--- config.mk ---
export PLATFORM = sky130hd
export DESIGN_NAME = rectangle_subtract
export DESIGN_NICKNAME = d
export VERILOG_FILES = /design/src/rs_pkg.sv /design/src/rs_front.sv /design/src/rs_fifo.sv /design/src/rs_back.sv /design/src/rectangle_subtract.sv
export SDC_FILE = /design/constraint.sdc
export NUM_CORES = 1
export LEC_CHECK = 0
export BUFFER_PORTS_ARGS = -buffer_cell sky130_fd_sc_hd__buf_2
export CAP_MARGIN = 20
export CORE_ASPECT_RATIO = 0.75
export CORE_MARGIN = 3
export CORE_UTILIZATION = 50
export DETAILED_ROUTE_END_ITERATION = 10
export MAX_ROUTING_LAYER = met4
export PLACE_DENSITY_LB_ADDON = 0.1
export SLEW_MARGIN = 20
export SYNTH_ARGS = -nofsm -noshare
export SYNTH_HDL_FRONTEND = slang
export SYNTH_SLANG_ARGS = --single-unit
--- constraint.sdc ---
create_clock -name i_clk -period 6.5 [get_ports i_clk]
set_input_delay 0.325 -clock i_clk [delete_from_list [all_inputs] [get_ports i_clk]]
set_output_delay 0.325 -clock i_clk [all_outputs]
set_load 0.005 [all_outputs]
--- src/rs_pkg.sv ---
// Shared types and constants for the rectangle subtract block.
// Used by rs_front, rs_fifo, rs_back and rectangle_subtract.
package rs_pkg;

    localparam int COORD_WIDTH = 16;
    localparam int QUEUE_DEPTH = 2;
    localparam int PTR_WIDTH   = (QUEUE_DEPTH > 1) ? $clog2(QUEUE_DEPTH) : 1;
    localparam int CNT_WIDTH   = $clog2(QUEUE_DEPTH + 1);

    // piece order in the mask
    localparam int PIECE_UPPER = 0;
    localparam int PIECE_LOWER = 1;
    localparam int PIECE_LEFT  = 2;
    localparam int PIECE_RIGHT = 3;
    localparam int NUM_PIECES  = 4;

    typedef logic signed [COORD_WIDTH-1:0] t_coord;
    typedef logic [NUM_PIECES-1:0]         t_mask;

    localparam t_coord COORD_ONE  = t_coord'(1);
    localparam t_coord COORD_ZERO = t_coord'(0);

    typedef struct packed {
        t_coord ax0;
        t_coord ay0;
        t_coord ax1;
        t_coord ay1;
        t_coord ix0;
        t_coord iy0;
        t_coord ix1;
        t_coord iy1;
        t_mask  mask;
        logic   disjoint;
    } t_item;

    typedef struct packed {
        t_coord min_x;
        t_coord min_y;
        t_coord max_x;
        t_coord max_y;
        logic   is_last;
        logic   none_left;
    } t_result;

endpackage

--- src/rs_front.sv ---
// Front end: accepts a rectangle pair, forms the intersection and classifies pieces.
// Depends on rs_pkg.
module rs_front (
    input  logic           i_clk,
    input  logic           i_rst_n,
    input  logic           i_push,
    input  logic           i_q_full,
    input  rs_pkg::t_coord i_a_min_x,
    input  rs_pkg::t_coord i_a_min_y,
    input  rs_pkg::t_coord i_a_max_x,
    input  rs_pkg::t_coord i_a_max_y,
    input  rs_pkg::t_coord i_b_min_x,
    input  rs_pkg::t_coord i_b_min_y,
    input  rs_pkg::t_coord i_b_max_x,
    input  rs_pkg::t_coord i_b_max_y,
    output logic           o_q_push,
    output rs_pkg::t_item  o_item
);
    import rs_pkg::*;

    logic w_overlap;

    assign w_overlap = (i_a_min_x <= i_b_max_x) && (i_a_min_y <= i_b_max_y) &&
                       (i_a_max_x >= i_b_min_x) && (i_a_max_y >= i_b_min_y);

    always_comb begin
        o_item.ax0 = i_a_min_x;
        o_item.ay0 = i_a_min_y;
        o_item.ax1 = i_a_max_x;
        o_item.ay1 = i_a_max_y;
        o_item.ix0 = (i_a_min_x > i_b_min_x) ? i_a_min_x : i_b_min_x;
        o_item.iy0 = (i_a_min_y > i_b_min_y) ? i_a_min_y : i_b_min_y;
        o_item.ix1 = (i_a_max_x < i_b_max_x) ? i_a_max_x : i_b_max_x;
        o_item.iy1 = (i_a_max_y < i_b_max_y) ? i_a_max_y : i_b_max_y;
        o_item.disjoint = !w_overlap;
        o_item.mask = '0;
        if (w_overlap) begin
            o_item.mask[PIECE_UPPER] = o_item.iy0 > i_a_min_y;
            o_item.mask[PIECE_LOWER] = o_item.iy1 < i_a_max_y;
            o_item.mask[PIECE_LEFT]  = o_item.ix0 > i_a_min_x;
            o_item.mask[PIECE_RIGHT] = o_item.ix1 < i_a_max_x;
        end
    end

    assign o_q_push = i_push && !i_q_full;

    a_disjoint_no_pieces: assert property (@(posedge i_clk) disable iff (!i_rst_n)
        o_q_push && o_item.disjoint |-> o_item.mask == '0)
        else $error("disjoint item carries pieces");
    a_isect_inside_x: assert property (@(posedge i_clk) disable iff (!i_rst_n)
        o_q_push && !o_item.disjoint |-> o_item.ix0 >= o_item.ax0 && o_item.ix1 <= o_item.ax1)
        else $error("intersection leaves a in x");
    a_isect_inside_y: assert property (@(posedge i_clk) disable iff (!i_rst_n)
        o_q_push && !o_item.disjoint |-> o_item.iy0 >= o_item.ay0 && o_item.iy1 <= o_item.ay1)
        else $error("intersection leaves a in y");

endmodule

--- src/rs_fifo.sv ---
// Short queue of classified items between front and back.
// Depends on rs_pkg.
module rs_fifo (
    input  logic          i_clk,
    input  logic          i_rst_n,
    input  logic          i_push,
    input  rs_pkg::t_item i_item,
    output logic          o_full,
    input  logic          i_pop,
    output rs_pkg::t_item o_item,
    output logic          o_empty
);
    import rs_pkg::*;

    t_item                r_mem [QUEUE_DEPTH];
    logic [PTR_WIDTH-1:0] r_wr_ptr;
    logic [PTR_WIDTH-1:0] r_rd_ptr;
    logic [CNT_WIDTH-1:0] r_count;
    logic [PTR_WIDTH-1:0] n_wr_ptr;
    logic [PTR_WIDTH-1:0] n_rd_ptr;

    assign o_full  = r_count == CNT_WIDTH'(QUEUE_DEPTH);
    assign o_empty = r_count == '0;
    assign o_item  = r_mem[r_rd_ptr];

    assign n_wr_ptr = (r_wr_ptr == PTR_WIDTH'(QUEUE_DEPTH - 1)) ? '0 : r_wr_ptr + 1'b1;
    assign n_rd_ptr = (r_rd_ptr == PTR_WIDTH'(QUEUE_DEPTH - 1)) ? '0 : r_rd_ptr + 1'b1;

    always_ff @(posedge i_clk) begin
        if (i_push) begin
            r_mem[r_wr_ptr] <= i_item;
        end
    end

    always_ff @(posedge i_clk) begin
        if (!i_rst_n) begin
            r_wr_ptr <= '0;
            r_rd_ptr <= '0;
            r_count  <= '0;
        end else begin
            if (i_push) begin
                r_wr_ptr <= n_wr_ptr;
            end
            if (i_pop) begin
                r_rd_ptr <= n_rd_ptr;
            end
            if (i_push && !i_pop) begin
                r_count <= r_count + 1'b1;
            end else if (i_pop && !i_push) begin
                r_count <= r_count - 1'b1;
            end
        end
    end

    a_count_bound: assert property (@(posedge i_clk) disable iff (!i_rst_n)
        r_count <= CNT_WIDTH'(QUEUE_DEPTH))
        else $error("queue count over depth");
    a_no_pop_empty: assert property (@(posedge i_clk) disable iff (!i_rst_n)
        !(i_pop && o_empty))
        else $error("pop from empty queue");
    a_no_push_full: assert property (@(posedge i_clk) disable iff (!i_rst_n)
        !(i_push && o_full && !i_pop))
        else $error("push into full queue");

endmodule

--- src/rs_back.sv ---
// Back end: walks an item's pieces, one rectangle per cycle unless stalled.
// Depends on rs_pkg.
module rs_back (
    input  logic            i_clk,
    input  logic            i_rst_n,
    input  rs_pkg::t_item   i_q_item,
    input  logic            i_q_empty,
    output logic            o_q_pop,
    input  logic            i_pop,
    output logic            o_empty,
    output rs_pkg::t_result o_res
);
    import rs_pkg::*;

    logic    r_busy;
    t_item   r_cur;
    t_mask   r_rem;
    logic    r_ov;
    t_result r_res;

    logic    w_emit;
    logic    w_last;
    t_mask   w_sel;
    t_result w_res;

    assign w_emit = r_busy && (!r_ov || i_pop);

    always_comb begin
        w_sel = '0;
        if (!r_cur.disjoint) begin
            if (r_rem[PIECE_UPPER]) begin
                w_sel[PIECE_UPPER] = 1'b1;
            end else if (r_rem[PIECE_LOWER]) begin
                w_sel[PIECE_LOWER] = 1'b1;
            end else if (r_rem[PIECE_LEFT]) begin
                w_sel[PIECE_LEFT] = 1'b1;
            end else if (r_rem[PIECE_RIGHT]) begin
                w_sel[PIECE_RIGHT] = 1'b1;
            end
        end
    end

    assign w_last = r_cur.disjoint || ((r_rem & ~w_sel) == '0);

    always_comb begin
        w_res.is_last   = w_last;
        w_res.none_left = 1'b0;
        w_res.min_x     = r_cur.ax0;
        w_res.min_y     = r_cur.ay0;
        w_res.max_x     = r_cur.ax1;
        w_res.max_y     = r_cur.ay1;
        if (!r_cur.disjoint) begin
            if (w_sel[PIECE_UPPER]) begin
                w_res.max_y = t_coord'(r_cur.iy0 - COORD_ONE);
            end else if (w_sel[PIECE_LOWER]) begin
                w_res.min_y = t_coord'(r_cur.iy1 + COORD_ONE);
            end else if (w_sel[PIECE_LEFT]) begin
                w_res.min_y = r_cur.iy0;
                w_res.max_x = t_coord'(r_cur.ix0 - COORD_ONE);
                w_res.max_y = r_cur.iy1;
            end else if (w_sel[PIECE_RIGHT]) begin
                w_res.min_x = t_coord'(r_cur.ix1 + COORD_ONE);
                w_res.min_y = r_cur.iy0;
                w_res.max_y = r_cur.iy1;
            end else begin
                w_res.none_left = 1'b1;
                w_res.min_x     = COORD_ZERO;
                w_res.min_y     = COORD_ZERO;
                w_res.max_x     = COORD_ZERO;
                w_res.max_y     = COORD_ZERO;
            end
        end
    end

    assign o_q_pop = !i_q_empty && (!r_busy || (w_emit && w_last));

    always_ff @(posedge i_clk) begin
        if (o_q_pop) begin
            r_cur <= i_q_item;
        end
        if (w_emit) begin
            r_res <= w_res;
        end
    end

    always_ff @(posedge i_clk) begin
        if (!i_rst_n) begin
            r_busy <= 1'b0;
            r_rem  <= '0;
            r_ov   <= 1'b0;
        end else begin
            if (o_q_pop) begin
                r_busy <= 1'b1;
                r_rem  <= i_q_item.mask;
            end else if (w_emit && w_last) begin
                r_busy <= 1'b0;
            end else if (w_emit) begin
                r_rem <= r_rem & ~w_sel;
            end
            if (w_emit) begin
                r_ov <= 1'b1;
            end else if (i_pop) begin
                r_ov <= 1'b0;
            end
        end
    end

    assign o_empty = !r_ov;
    assign o_res   = r_res;

    a_more_pieces_busy: assert property (@(posedge i_clk) disable iff (!i_rst_n)
        w_emit && !w_last |=> r_busy)
        else $error("item dropped before its last piece");
    a_one_piece: assert property (@(posedge i_clk) disable iff (!i_rst_n)
        w_emit && !r_cur.disjoint && r_rem != '0 |-> $onehot(w_sel))
        else $error("piece select not one-hot");
    a_none_left_last: assert property (@(posedge i_clk) disable iff (!i_rst_n)
        r_ov && r_res.none_left |-> r_res.is_last && r_res.min_x == COORD_ZERO &&
            r_res.max_y == COORD_ZERO)
        else $error("covered result malformed");

endmodule

--- src/rectangle_subtract.sv ---
// Top level of the rectangle subtract block: front classifier, item queue, piece emitter.
// Depends on rs_pkg, rs_front, rs_fifo and rs_back.
//
// Each accepted pair (a, b) yields one to four result rectangles, one per cycle on the
// result port while its result register is empty or popped; the last carries is_last.
// An item has 1 piece when a and b are disjoint or b covers a, up to 4 otherwise, and
// that single result port sets the sustained rate. A two-entry queue sits between the
// classifier and the emitter, so input is taken while results wait. When the block is
// drained, an item passes the queue, the item register and then the result register.
module rectangle_subtract (
    input  logic           i_clk,
    input  logic           i_rst_n,
    input  logic           push,
    output logic           full,
    input  rs_pkg::t_coord i_a_min_x,
    input  rs_pkg::t_coord i_a_min_y,
    input  rs_pkg::t_coord i_a_max_x,
    input  rs_pkg::t_coord i_a_max_y,
    input  rs_pkg::t_coord i_b_min_x,
    input  rs_pkg::t_coord i_b_min_y,
    input  rs_pkg::t_coord i_b_max_x,
    input  rs_pkg::t_coord i_b_max_y,
    output logic           empty,
    input  logic           pop,
    output rs_pkg::t_coord o_out_min_x,
    output rs_pkg::t_coord o_out_min_y,
    output rs_pkg::t_coord o_out_max_x,
    output rs_pkg::t_coord o_out_max_y,
    output logic           o_is_last,
    output logic           o_none_left
);
    import rs_pkg::*;

    logic    w_q_push;
    logic    w_q_full;
    logic    w_q_pop;
    logic    w_q_empty;
    t_item   w_front_item;
    t_item   w_head_item;
    t_result w_res;

    rs_front u_front (
        .i_clk     (i_clk),
        .i_rst_n   (i_rst_n),
        .i_push    (push),
        .i_q_full  (w_q_full),
        .i_a_min_x (i_a_min_x),
        .i_a_min_y (i_a_min_y),
        .i_a_max_x (i_a_max_x),
        .i_a_max_y (i_a_max_y),
        .i_b_min_x (i_b_min_x),
        .i_b_min_y (i_b_min_y),
        .i_b_max_x (i_b_max_x),
        .i_b_max_y (i_b_max_y),
        .o_q_push  (w_q_push),
        .o_item    (w_front_item)
    );

    rs_fifo u_fifo (
        .i_clk   (i_clk),
        .i_rst_n (i_rst_n),
        .i_push  (w_q_push),
        .i_item  (w_front_item),
        .o_full  (w_q_full),
        .i_pop   (w_q_pop),
        .o_item  (w_head_item),
        .o_empty (w_q_empty)
    );

    rs_back u_back (
        .i_clk     (i_clk),
        .i_rst_n   (i_rst_n),
        .i_q_item  (w_head_item),
        .i_q_empty (w_q_empty),
        .o_q_pop   (w_q_pop),
        .i_pop     (pop),
        .o_empty   (empty),
        .o_res     (w_res)
    );

    assign full        = w_q_full;
    assign o_out_min_x = w_res.min_x;
    assign o_out_min_y = w_res.min_y;
    assign o_out_max_x = w_res.max_x;
    assign o_out_max_y = w_res.max_y;
    assign o_is_last   = w_res.is_last;
    assign o_none_left = w_res.none_left;

endmodule

==> impl_metrics.toml <==
[logic_synthesis]
yosys_warnings = 0
synthSimpleGateAreaFrac = 0.06800
async_flop_share = 0
syn-num-nets = 2019
synthCells = 1694
synth_cell_types = 64
synthAdderAreaFrac = 0.1056
ys_ff_latch = 472
synth_xor_area_frac = 0.02250
netlist_area_mm2 = 0.02296
ys.flop_type = "edfxtp_1"
synth_edf_count = 461
yosysSeqAreaShare = 0.6124
synth_top_family_by_area = "adder cells"
avgSynthCellArea_um2 = 13.56
synth.area.mux_share = 0.07950
synth_compound_area_frac = 0.07939

[drt]
drtIter0Drc = 1223
drc = 0
dr.pass1.iters = 8
wl_per_cell_um = 23.49
via_per_inst = 5.750
drt.antenna.violating_nets = 0
dr_total_vias = 14730
wl_mm = 60.16

[placed_design]
port_buffers = 199
globalplace.congestion = 0.9611
hpwl_mm = 43.58
preCtsSetupSlack_ns = 1.995

[clock_tree]
cts_tree = "done"
clk_latency_ns = 0.59
cts-htree-levels = 2
path_clk_slew_ns = 0.06
root_buffer = "clkbuf_16"
postCtsSetupBuffers = 0
cts.sinks = 472
clock_path_buffers = 3
cts_buffers = 47

[global_route]
antenna_found_initial = 5
grt_pass1_vias = 14210
grt_overflow = 0
gr-usage-all-layers = 0.2560
grt_max_degree = 106
grt_pass1_wl_mm = 88.31

[timing]
fmax_mhz = 218.1
grt_setup_unrepaired = "no"
finalSetupViolations = 0
layout_setup_ws_ns = 1.916
fin_crit_ns = 4.584
worst_pin_slew_ns = 1.030
skew_ns = 0.01745
finalMaxSlewViolations = 0
period_share = 0.7053
hold_viol_final = 0
setup-tns-final_ns = 0
slew_headroom = 0.3137

[cells_and_area]
syn2layout_area_growth_pct = 15.36
nNetsFinal = 2259
drive_gt1_frac = 0.2216
post-route-util = 0.5885
multi_input_area_mm2 = 0.008188
fill_cells = 3595
regArea_mm2 = 0.01407

[setup_path]
arrival_ns = 4.91
timing.rr.start = "u_back.r_rem[0]"
worst_ep_required_time_ns = 6.82
rr_worst_depth = 5
cp_top_family = "compound AO/OA/AOI/OAI gates"
crit_buf_inv = 3
max_stage_delay_ns = 0.66
slowest_stage = "a2111oi_0"
worstSetupStartpointType = "input port"
crit_type = "in2reg"
crit_chain = "dlygate4sd3_1, buf_2, ha_1, a2111oi_0, nor4b_1, a211o_1, and2_0, buf_4, o21ai_0, ha_1, a21oi_1, a21boi_0, a2111oi_0, a41oi_1, mux2i_1, nor2_1"
crit_start = "i_a_max_x[1]"
critPathCaptureType = "register"
r2r_end = "u_back.o_res[5]"
crit_fanout = 16
setup.reg_to_reg.worst_slack_ns = 3.30

[die]
die_y_um = 191.6
die_w_um = 253.5
rows = 67
fp.coreArea_mm2 = 0.04502
start_util = 0.5101
design.die.area_mm2 = 0.04856
ios = 200

[min_path]
holdPathEnd = "u_fifo.r_mem[0][95]"
min_path_cells = 1
hold_path.startpoint = "i_a_max_x[10]"
hp-class = "in2reg"

[power]
leakage_nw = 10.52
p_per_area_mw_per_mm2 = 396.7
peakVddDrop_v = 0.0002585

[status]
status = "finished, final reports clean"

[job]
cap_violations = 0
==> area by class of cell <==
class | count | share of cell area
inverters | 152 | 0.02163
multi-input cells | 1026 | 0.3091
repair buffers | 235 | 0.05016
flip-flops and latches | 472 | 0.5310
clock inverters | 23 | 0.009872
diodes | 3 | 0.0002834
clock buffers | 64 | 0.05026
well taps | 586 | 0.02768
==> registers in the layout, summed over array words and instances, names as in the netlist, named ones only <==
name             flops
u_fifo.r_mem       266
u_back.r_cur       129
u_back.o_res        66
u_back.r_rem         4
u_fifo.r_count       2
u_back.r_busy        1
u_back.r_ov          1
u_fifo.r_rd_ptr      1
u_fifo.r_wr_ptr      1
==> what timing repair did <==
item	4_1_cts	5_1_grt
gates resized for setup	0	0
hold endpoints to repair	39	0
hold buffers	20	0
==> power by group <==
part | leakage, nW | switching, W | internal [W]
clock | 0.780 | 0.00116 | 0.00164
combinational | 5.32 | 0.00170 | 0.00100
sequential | 4.43 | 0.000465 | 0.00455
==> cell usage in the layout, fill, tap and decap left out, types with 5 or more instances in the layout <==
master         synthesis  final
a221oi_1               9      9
nor2b_1               10      9
a21oi_1               55     54
buf_2                  4    199
edfxtp_1             461    461
clkbuf_8               0      7
dfxtp_1               11     10
inv_1                151    150
a22oi_1               22     22
ha_1                 193    193
mux2_2               131    131
and3_1                11     10
a21o_1                20     20
a2111oi_0              6      6
xor2_1                33     33
clkinv_2               0      6
clkbuf_1              35      9
nand3_1               26     26
dlygate4sd3_1          0     20
xnor2_1               26     26
nand2_1              110    109
mux2i_1               35     35
clkbuf_16              0     48
o21a_1                 8      8
or2_2                  5      5
clkinv_1               1      7
bufinv_16              0      5
nand2b_1              11     11
buf_4                  0     15
nor3_1                25     25
nor4_1                 6      6
o21ai_0              106    106
nand4_1               29     29
nor2_1                59     58
or3_1                  9      9
a211oi_1              13     13
==> through the flow <==
stage	std cells	hold slack (ns)	power, W	cell area, um2
final	2561	0.03936	0.01051	26490
after global routing	2561	0.01959	0.01102	26490
after CTS	2558	0.0001639	0.01055	26480
after detailed placement	2451	0.4871	0.007725	24690
after global placement	2451	0.4818	0.007682	24690
after floorplan	1694	0.4239	0.006648	22970
==> cell families (layout without fill, tap and decap cells) <==
| logic type | after synthesis | after routing |
|---|---|---|
| DFF | 472 | 472 |
| other | 0 | 3 |
| xor gates and xnor gates | 59 | 59 |
| adders and majority gates | 194 | 194 |
| and+or+nand+nor | 321 | 321 |
| buffers and inverters | 196 | 474 |
| AOI/OAI and AO/OA | 286 | 286 |
| muxes | 166 | 166 |
==> synth_stat cells, types with 3 or more instances <==
cell type    n  area share
edfxtp_1   461        0.60
ha_1       193        0.11
inv_1      151       0.025
mux2_2     131       0.064
nand2_1    110       0.018
o21ai_0    106       0.023
nor2_1      59      0.0096
a21oi_1     55       0.012
clkbuf_1    35      0.0057
mux2i_1     35       0.015
xor2_1      33       0.013
nand4_1     29      0.0079
nand3_1     26      0.0057
xnor2_1     26      0.0099
nor3_1      25      0.0054
a22oi_1     22      0.0072
a21o_1      20      0.0065
a211oi_1    13      0.0042
and3_1      11      0.0030
dfxtp_1     11      0.0096
nand2b_1    11      0.0030
nor2b_1     10      0.0027
a221oi_1     9      0.0034
or3_1        9      0.0025
o21a_1       8      0.0026
a2111oi_0    6      0.0023
nor4_1       6      0.0016
or2_2        5      0.0014
a21boi_0     4      0.0013
a221o_1      4      0.0017
a31oi_1      4      0.0011
and4_1       4      0.0015
buf_1        4     0.00065
buf_2        4     0.00087
o211ai_1     4      0.0013
o21bai_1     4      0.0013
or4_1        4      0.0013
a211o_1      3      0.0011
nor3b_1      3     0.00098
nor4b_1      3      0.0011
o31ai_1      3     0.00098
o41ai_1      3      0.0011
==> metal layers <==
| metal | vias to the layer above | track usage | wire length [um] |
|---|---|---|---|
| met2 | 524 | 0.3394 | 24180 |
| li1 | 6877 | - | - |
| met3 | 74 | 0.05307 | 4990 |
| met5 | - | - | 0 |
| met4 | 0 | 0.05984 | 1026 |
| met1 | 7251 | 0.3997 | 29960 |
==> worst max path at each step <==
stage | end | slack, ns | cells past startpoint
4_1_cts | u_fifo.r_mem[1][4] | 2.02 | 16
2_1_floorplan | u_fifo.r_mem[0][0] | 1.97 | 3
5_1_grt | u_fifo.r_mem[0][4] | 1.74 | 16
6_report | u_fifo.r_mem[1][4] | 1.92 | 16
3_3_place_gp | u_fifo.r_mem[0][4] | 1.89 | 16
3_5_place_dp | u_fifo.r_mem[1][4] | 2.00 | 16
Note: power is estimated with default switching activity, not from simulation.
